===== src/hdl/stb_pkg.sv =====
// Package with the shared codes, widths and control structures of the timer bank.
package stb_pkg;

    localparam int DEF_NUM_SLOTS  = 16;
    localparam int DEF_TIME_WIDTH = 32;

    localparam int FUNC_W   = 2;
    localparam int SLOT_W   = 4;
    localparam int DELTA_W  = 16;
    localparam int PERIOD_W = 32;

    localparam logic [FUNC_W-1:0] FUNC_TICK   = 2'd0;
    localparam logic [FUNC_W-1:0] FUNC_ADD    = 2'd1;
    localparam logic [FUNC_W-1:0] FUNC_REMOVE = 2'd2;

    typedef struct packed {
        logic start;
        logic scan;
        logic flush;
        logic add;
        logic remove;
    } stb_cmd_t;

    typedef struct packed {
        logic scan_done;
        logic flush_ok;
    } stb_status_t;

endpackage


===== src/hdl/stb_ctrl.sv =====
// Controller state machine that sequences commands, tick scans and the final flush.
module stb_ctrl
    import stb_pkg::*;
(
    input  logic              clk,
    input  logic              rst_n,
    input  logic              in_valid,
    input  logic [FUNC_W-1:0] func,
    output logic              in_ready,
    output stb_cmd_t          cmd,
    input  stb_status_t       status
);

    localparam logic [1:0] ST_IDLE  = 2'd0;
    localparam logic [1:0] ST_SCAN  = 2'd1;
    localparam logic [1:0] ST_FLUSH = 2'd2;

    logic [1:0] state_reg;
    logic [1:0] state_next;

    always_ff @(posedge clk or negedge rst_n)
    begin
        if (!rst_n)
        begin
            state_reg <= ST_IDLE;
        end
        else
        begin
            state_reg <= state_next;
        end
    end

    always_comb
    begin
        state_next = state_reg;
        cmd        = '0;
        in_ready   = 1'b0;
        unique case (state_reg)
            ST_IDLE:
            begin
                in_ready = 1'b1;
                if (in_valid)
                begin
                    case (func)
                        FUNC_TICK:
                        begin
                            cmd.start  = 1'b1;
                            state_next = ST_SCAN;
                        end
                        FUNC_ADD:    cmd.add    = 1'b1;
                        FUNC_REMOVE: cmd.remove = 1'b1;
                        default:     ;
                    endcase
                end
            end
            ST_SCAN:
            begin
                cmd.scan = 1'b1;
                if (status.scan_done)
                begin
                    state_next = ST_FLUSH;
                end
            end
            ST_FLUSH:
            begin
                cmd.flush = 1'b1;
                if (status.flush_ok)
                begin
                    state_next = ST_IDLE;
                end
            end
            default:
            begin
                state_next = ST_IDLE;
            end
        endcase
    end

endmodule


===== src/hdl/stb_datapath.sv =====
// Datapath with the slot memories, live bits, scan pipeline and result registers.
module stb_datapath
    import stb_pkg::*;
#(
    parameter int NUM_SLOTS  = DEF_NUM_SLOTS,
    parameter int TIME_WIDTH = DEF_TIME_WIDTH
)
(
    input  logic                clk,
    input  logic                rst_n,
    input  stb_cmd_t            cmd,
    output stb_status_t         status,
    input  logic [SLOT_W-1:0]   slot,
    input  logic [DELTA_W-1:0]  delta,
    input  logic [PERIOD_W-1:0] period,
    input  logic                keep_running,
    output logic                out_valid,
    input  logic                out_ready,
    output logic [SLOT_W-1:0]   fired_slot,
    output logic                last_fired
);

    localparam int IDX_W = (NUM_SLOTS > 1) ? $clog2(NUM_SLOTS) : 1;
    localparam int CNT_W = $clog2(NUM_SLOTS + 1);
    localparam int SUM_W = ((TIME_WIDTH > DELTA_W) ? TIME_WIDTH : DELTA_W) + 1;
    localparam int PER_W = (TIME_WIDTH > PERIOD_W) ? TIME_WIDTH : PERIOD_W;
    localparam logic [TIME_WIDTH-1:0] TIME_MAX = {TIME_WIDTH{1'b1}};

    logic [TIME_WIDTH:0]   cfg_mem [NUM_SLOTS];
    logic [TIME_WIDTH-1:0] acc_mem [NUM_SLOTS];
    logic [NUM_SLOTS-1:0]  live_reg;

    logic [CNT_W-1:0]      rd_idx_reg;
    logic                  ev_valid_reg;
    logic [IDX_W-1:0]      ev_idx_reg;
    logic [TIME_WIDTH:0]   cfg_rd_reg;
    logic [TIME_WIDTH-1:0] acc_rd_reg;
    logic [DELTA_W-1:0]    delta_reg;

    logic                  pend_valid_reg;
    logic [SLOT_W-1:0]     pend_slot_reg;
    logic                  out_valid_reg;
    logic [SLOT_W-1:0]     out_slot_reg;
    logic                  out_last_reg;

    logic                  slot_ok;
    logic [IDX_W-1:0]      slot_idx;
    logic [PER_W-1:0]      per_ext;
    logic [TIME_WIDTH-1:0] per_sat;
    logic                  rd_more;
    logic                  out_free;
    logic                  ev_live;
    logic                  ev_fire;
    logic                  stall;
    logic                  advance;
    logic                  rd_en;
    logic [SUM_W-1:0]      sum_run;
    logic [SUM_W-1:0]      sum_fire;
    logic [TIME_WIDTH-1:0] acc_run;
    logic [TIME_WIDTH-1:0] acc_fire;
    logic [TIME_WIDTH-1:0] acc_new;
    logic                  push;
    logic                  push_last;

    assign slot_ok  = (32'(slot) < NUM_SLOTS);
    assign slot_idx = IDX_W'(slot);
    assign per_ext  = PER_W'(period);
    assign per_sat  = (per_ext > PER_W'(TIME_MAX)) ? TIME_MAX : TIME_WIDTH'(per_ext);

    assign rd_more  = (rd_idx_reg < CNT_W'(NUM_SLOTS));
    assign out_free = !out_valid_reg || out_ready;
    assign ev_live  = ev_valid_reg && live_reg[ev_idx_reg];
    assign ev_fire  = ev_live && (acc_rd_reg >= cfg_rd_reg[TIME_WIDTH-1:0]);
    assign stall    = ev_fire && pend_valid_reg && !out_free;
    assign advance  = cmd.scan && !stall;
    assign rd_en    = advance && rd_more;

    assign sum_run  = SUM_W'(acc_rd_reg) + SUM_W'(delta_reg);
    assign sum_fire = SUM_W'(delta_reg);
    assign acc_run  = (sum_run > SUM_W'(TIME_MAX)) ? TIME_MAX : TIME_WIDTH'(sum_run);
    assign acc_fire = (sum_fire > SUM_W'(TIME_MAX)) ? TIME_MAX : TIME_WIDTH'(sum_fire);
    assign acc_new  = ev_fire ? acc_fire : acc_run;

    assign push      = (advance && ev_fire && pend_valid_reg)
                     || (cmd.flush && pend_valid_reg && out_free);
    assign push_last = cmd.flush;

    assign status.scan_done = !rd_more && !ev_valid_reg;
    assign status.flush_ok  = !pend_valid_reg || out_free;

    assign out_valid  = out_valid_reg;
    assign fired_slot = out_slot_reg;
    assign last_fired = out_last_reg;

    always_ff @(posedge clk)
    begin
        if (cmd.add && slot_ok)
        begin
            cfg_mem[slot_idx] <= {keep_running, per_sat};
            acc_mem[slot_idx] <= '0;
        end
        else if (advance && ev_live)
        begin
            acc_mem[ev_idx_reg] <= acc_new;
        end
        if (rd_en)
        begin
            cfg_rd_reg <= cfg_mem[rd_idx_reg[IDX_W-1:0]];
            acc_rd_reg <= acc_mem[rd_idx_reg[IDX_W-1:0]];
        end
    end

    always_ff @(posedge clk or negedge rst_n)
    begin
        if (!rst_n)
        begin
            live_reg       <= '0;
            rd_idx_reg     <= '0;
            ev_valid_reg   <= 1'b0;
            pend_valid_reg <= 1'b0;
            out_valid_reg  <= 1'b0;
        end
        else
        begin
            if (cmd.add && slot_ok)
            begin
                live_reg[slot_idx] <= 1'b1;
            end
            else if (cmd.remove && slot_ok)
            begin
                live_reg[slot_idx] <= 1'b0;
            end
            else if (advance && ev_fire && !cfg_rd_reg[TIME_WIDTH])
            begin
                live_reg[ev_idx_reg] <= 1'b0;
            end

            if (cmd.start)
            begin
                rd_idx_reg   <= '0;
                ev_valid_reg <= 1'b0;
            end
            else if (advance)
            begin
                ev_valid_reg <= rd_more;
                if (rd_more)
                begin
                    rd_idx_reg <= rd_idx_reg + 1'b1;
                end
            end

            if (advance && ev_fire)
            begin
                pend_valid_reg <= 1'b1;
            end
            else if (cmd.flush && out_free)
            begin
                pend_valid_reg <= 1'b0;
            end

            if (push)
            begin
                out_valid_reg <= 1'b1;
            end
            else if (out_ready)
            begin
                out_valid_reg <= 1'b0;
            end
        end
    end

    always_ff @(posedge clk)
    begin
        if (cmd.start)
        begin
            delta_reg <= delta;
        end
        if (rd_en)
        begin
            ev_idx_reg <= rd_idx_reg[IDX_W-1:0];
        end
        if (advance && ev_fire)
        begin
            pend_slot_reg <= SLOT_W'(ev_idx_reg);
        end
        if (push)
        begin
            out_slot_reg <= pend_slot_reg;
            out_last_reg <= push_last;
        end
    end

endmodule


===== src/hdl/software_timer_bank_unit.sv =====
// Top level of the software timer bank: controller, datapath and stream ports.
//
//  Channel   Direction  Signals                        Contents
//  s_axis    in         tvalid tready tdata tuser      one command item
//  m_axis    out        tvalid tready tdata tlast      one fired slot item
//
// Add, remove and unknown commands are handled in the idle state. A tick is
// accepted there too; the scan state then reads one slot per cycle while not
// stalled, each read passes the registered read stage, the scan end is seen
// and the flush state releases any held final item. A firing that meets a
// pending item waits on the single output register, so a stalled m_axis
// lengthens the tick scan. Reset clears all slots to empty at once.
module software_timer_bank_unit
    import stb_pkg::*;
#(
    parameter int NUM_SLOTS  = DEF_NUM_SLOTS,
    parameter int TIME_WIDTH = DEF_TIME_WIDTH
)
(
    input  logic        clk,
    input  logic        rst_n,
    input  logic        s_axis_tvalid,
    output logic        s_axis_tready,
    input  logic [55:0] s_axis_tdata,   // slot[3:0], delta[19:4], period[51:20],
                                        // keep_running[52], zero fill
    input  logic [1:0]  s_axis_tuser,   // func[1:0]
    output logic        m_axis_tvalid,
    input  logic        m_axis_tready,
    output logic [7:0]  m_axis_tdata,   // fired_slot[3:0], zero fill
    output logic        m_axis_tlast    // last_fired
);

    stb_cmd_t          cmd;
    stb_status_t       status;
    logic [SLOT_W-1:0] fired_slot;

    stb_ctrl u_ctrl (
        .clk      (clk),
        .rst_n    (rst_n),
        .in_valid (s_axis_tvalid),
        .func     (s_axis_tuser),
        .in_ready (s_axis_tready),
        .cmd      (cmd),
        .status   (status)
    );

    stb_datapath #(
        .NUM_SLOTS  (NUM_SLOTS),
        .TIME_WIDTH (TIME_WIDTH)
    ) u_datapath (
        .clk          (clk),
        .rst_n        (rst_n),
        .cmd          (cmd),
        .status       (status),
        .slot         (s_axis_tdata[3:0]),
        .delta        (s_axis_tdata[19:4]),
        .period       (s_axis_tdata[51:20]),
        .keep_running (s_axis_tdata[52]),
        .out_valid    (m_axis_tvalid),
        .out_ready    (m_axis_tready),
        .fired_slot   (fired_slot),
        .last_fired   (m_axis_tlast)
    );

    assign m_axis_tdata = {4'b0000, fired_slot};

endmodule

===== config.mk =====
export PLATFORM = sky130hd
export DESIGN_NAME = software_timer_bank_unit
export DESIGN_NICKNAME = d
export VERILOG_FILES = /design/src/hdl/stb_pkg.sv /design/src/hdl/stb_ctrl.sv /design/src/hdl/stb_datapath.sv /design/src/hdl/software_timer_bank_unit.sv
export SDC_FILE = /design/constraint.sdc
export NUM_CORES = 1
export LEC_CHECK = 0
export BUFFER_PORTS_ARGS = -buffer_cell sky130_fd_sc_hd__buf_2
export CORE_MARGIN = 2
export CORE_UTILIZATION = 30
export DETAILED_ROUTE_END_ITERATION = 8
export SLEW_MARGIN = 20
export SYNTH_ARGS = -nofsm -noshare
export SYNTH_HDL_FRONTEND = slang
export SYNTH_SLANG_ARGS = --single-unit

===== constraint.sdc =====
create_clock -name clk -period 5.8 [get_ports clk]
set_input_delay 0.29 -clock clk [delete_from_list [all_inputs] [get_ports clk]]
set_output_delay 0.29 -clock clk [all_outputs]
set_load 0.1 [all_outputs]

==> flow_summary.toml <==
[layout]
area_delta_synth_final_pct = 16.86
final_common_cell = "edfxtp_1"
final_nets = 2385
post_route_cells_drive_above_1_share_pct = 28.70
final_cell_mix = "1134 x edfxtp_1, 328 x mux4_2, 116 x clkbuf_16, 66 x buf_4, 65 x buf_2"
final_cells = 4395
largest_reg_flops = 528

[grt]
antenna_found_initial = 12
grtUsageMet1_pct = 16.81
grt_util_met3_pct = 2.054
busiest_layer = "met2"
grt_pass1_vias = 22350
grt_pass1_wl_um = 150600
grt_start_max_net_pins = 97
grtUsageTotal_pct = 13.01
gr-total-overflow = 0
grt_util_met2_pct = 22.78

[sta]
slew_headroom_pct = 24.67
holdWs_ns = 0.07605
max_freq_mhz = 237.3
fin_crit_sh_pct = 72.66
rsz0062_at_grt = "no"
hold_viol = 0
finalClockSkew_ns = 0.02013
fin_crit_ns = 4.214
finalMaxSlewViolations = 0
setup_viol = 0
tightest_slew_ns = 1.127
final.setup.tns_ns = 0

[critical_path]
critPathBufInv = 1
worstPathArrival_ns = 4.56
cpPeakStageDelay_ns = 1.00
crit_family = "compound AO/OA/AOI/OAI gates"
cpMaxStageDelayCell = "a21oi_1"
cp-start-kind = "flop"
reg2reg_to = "u_datapath.acc_mem[4][21]"
path_class = "reg -> reg"
path_cells = "ha_1 -> inv_1 -> fa_1 -> nor2b_4 -> o31a_1 -> o41ai_4 -> o21ai_2 -> a21o_1 -> nand2_1 -> a21oi_1"
crit_required_ns = 6.14
r2r_slack_ns = 1.59
rr_worst_depth = 10
cp_max_fo = 20
r2r-start = "u_datapath.delta_reg[0]"
end_kind = "flop"

[power_and_ir_drop]
pwr_density_cell_nw_per_um2 = 473.6
clockPowerShare_pct = 28.2
power_frac_seq_pct = 44.0
ir_drop_v = 0.0002823
leakagePower_nw = 16.76
p_sw_mw = 7.437
switching_share_pct = 29.43
p_int_mw = 17.83
combPwrFrac_pct = 27.8

[place]
portBuffers = 65
dp_cells = 4134
place_congestion = 0.8016
dp_hpwl_um = 57580

[clock_tree]
cts_setup_buffers = 0
insertion_delay_ns = 0.68
cts_buffers = 115
cts_root_buf = "clkbuf_16"
clockBufferDepth = 3
cts_max_level = 3
clock_sinks = 1160
cts_tree = "done"
clkTransAtPathRegs_ns = 0.07

[logic_synthesis]
ys.flop_type = "edfxtp_1"
syn-mean-instance-area_um2 = 22.15
yosysSeqAreaShare_pct = 76.00
syn_area_um2 = 45660
yosysWarnings = 0
synthCells = 2061
synthArstFlopShare_pct = 2.241
synth_cell_types = 64
synth-edff-count = 1134
synth-seq-cells = 1160

[floorplan]
die_area_um2 = 155300
io_pins = 73
die_y_um = 394.1
die-width_um = 394.1
coreArea_um2 = 151500
fp-row-count = 143
start_util_pct = 30.13

[drt]
vias = 21540
dr.pass1.iters = 5
remaining_drc_errors = 0
wl_per_cell_um = 23.40
viasPerCell = 4.901
drtIter0Drc = 2179
drtAntennaViolNets = 0
totalWireLength_um = 102900

[flow_run]
maxCapViolCount = 0

[run_status]
run_status = "finished clean"

[worst_hold_path]
worstHoldPathType = "in -> reg"
whs_path_depth = 3
holdPathEnd = "u_ctrl.state_reg[0]"
hp-start = "s_axis_tuser[0]"
-- kinds of logic (layout without fill, tap and decap cells) --
logic type,count (synthesis),count (layout),synth area share (%)
flip-flops,1160,1160,76.00
multiplexers,332,332,16.27
AND/OR/NAND/NOR,188,188,2.036
AO/OA/AOI/OAI,170,170,2.614
buffers and inverters,142,440,1.343
adder cells (fa/ha/maj),50,50,1.387
XOR/XNOR,18,18,0.3453
other,1,7,0.008213
-- cell type report --
class                      count  area (um2)
clock inverter                53       495.5
inverter                      43       162.7
antenna                        3       7.507
sequential                  1160       34720
clock buffer                 153        3122
fill                       13830       98190
multi-input combinational    762       10800
timing repair buffer         191        1519
tap                         2030        2540
-- through the flow --
step                setup WS [ns]  area [um2]  util, %  total power [mW]
floorplan                  0.2092       45670        -             16.06
global placement            1.593       49190    32.46             18.15
detailed placement          1.556       49190    32.46             18.34
CTS                         1.506       53320    35.18             25.51
global route                1.206       53360    35.21             26.41
finish                      1.586       53360    35.21             25.27
-- worst min-delay path: cells and delay by family --
kind	cells	cell delay [ns]
buf+inv	1	0.10
compound gates	1	0.11
simple gates	1	0.21
-- power by group through the flow --
stage / registers, mW / clock network [mW] / logic [mW]
after floorplan: 10.9 / 0 / 5.12
after global placement: 11.3 / 0 / 6.84
after detailed placement: 11.3 / 0 / 6.99
after CTS: 11.2 / 7.27 / 7.06
after global routing: 11.2 / 7.60 / 7.64
final: 11.1 / 7.13 / 7.03
-- synth_stat cells, types with 6 or more instances --
cell / count / area (um2)
o21ai_0: 14 / 70.07
o22ai_1: 17 / 106.4
a21o_1: 9 / 67.56
a21oi_1: 44 / 220.2
nor3_1: 12 / 60.06
dfrtp_1: 26 / 650.6
a31oi_1: 14 / 87.58
ha_1: 49 / 613.1
nand2_1: 34 / 127.6
edfxtp_1: 1134 / 34050
nand2b_1: 11 / 68.82
buf_4: 7 / 52.55
xnor2_1: 9 / 78.83
buf_1: 8 / 30.03
nor2_1: 68 / 255.2
a211oi_1: 6 / 45.04
buf_2: 25 / 125.1
a311oi_1: 16 / 140.1
mux4_2: 328 / 7387
clkbuf_1: 56 / 210.2
inv_1: 43 / 161.4
nand3_1: 16 / 80.08
nor2b_1: 11 / 68.82
nand4_1: 6 / 37.54
o32ai_1: 16 / 140.1
xor2_1: 9 / 78.83
-- repair_timing --
| action | CTS | global route |
|---|---|---|
| gates resized for setup | 0 | 0 |
| hold buffers | 51 | 0 |
| endpoints found under the hold margin | 572 | 0 |
-- routing by layer --
| layer | part of all wire, % | vias to the layer above |
|---|---|---|
| met5 | 0.026 | - |
| met4 | 2.6 | 4 |
| met3 | 5.0 | 189 |
| met2 | 52 | 688 |
| met1 | 41 | 11480 |
| li1 | - | 9182 |
-- how the worst max path moves through the flow --
stage / startpoint / end / slack (ns) / cells after the start
after floorplan: u_ctrl.state_reg[1] / u_datapath.acc_mem[7][0] / 0.21 / 5
after global placement: u_datapath.acc_rd_reg[7] / u_datapath.acc_mem[0][28] / 1.59 / 10
after detailed placement: u_datapath.delta_reg[0] / u_datapath.acc_mem[14][23] / 1.56 / 10
after CTS: u_datapath.delta_reg[0] / u_datapath.acc_mem[15][23] / 1.51 / 10
after global routing: u_datapath.delta_reg[0] / u_datapath.acc_mem[6][25] / 1.21 / 10
final: u_datapath.delta_reg[0] / u_datapath.acc_mem[4][21] / 1.59 / 10
Power figures use the tool's default switching activity.
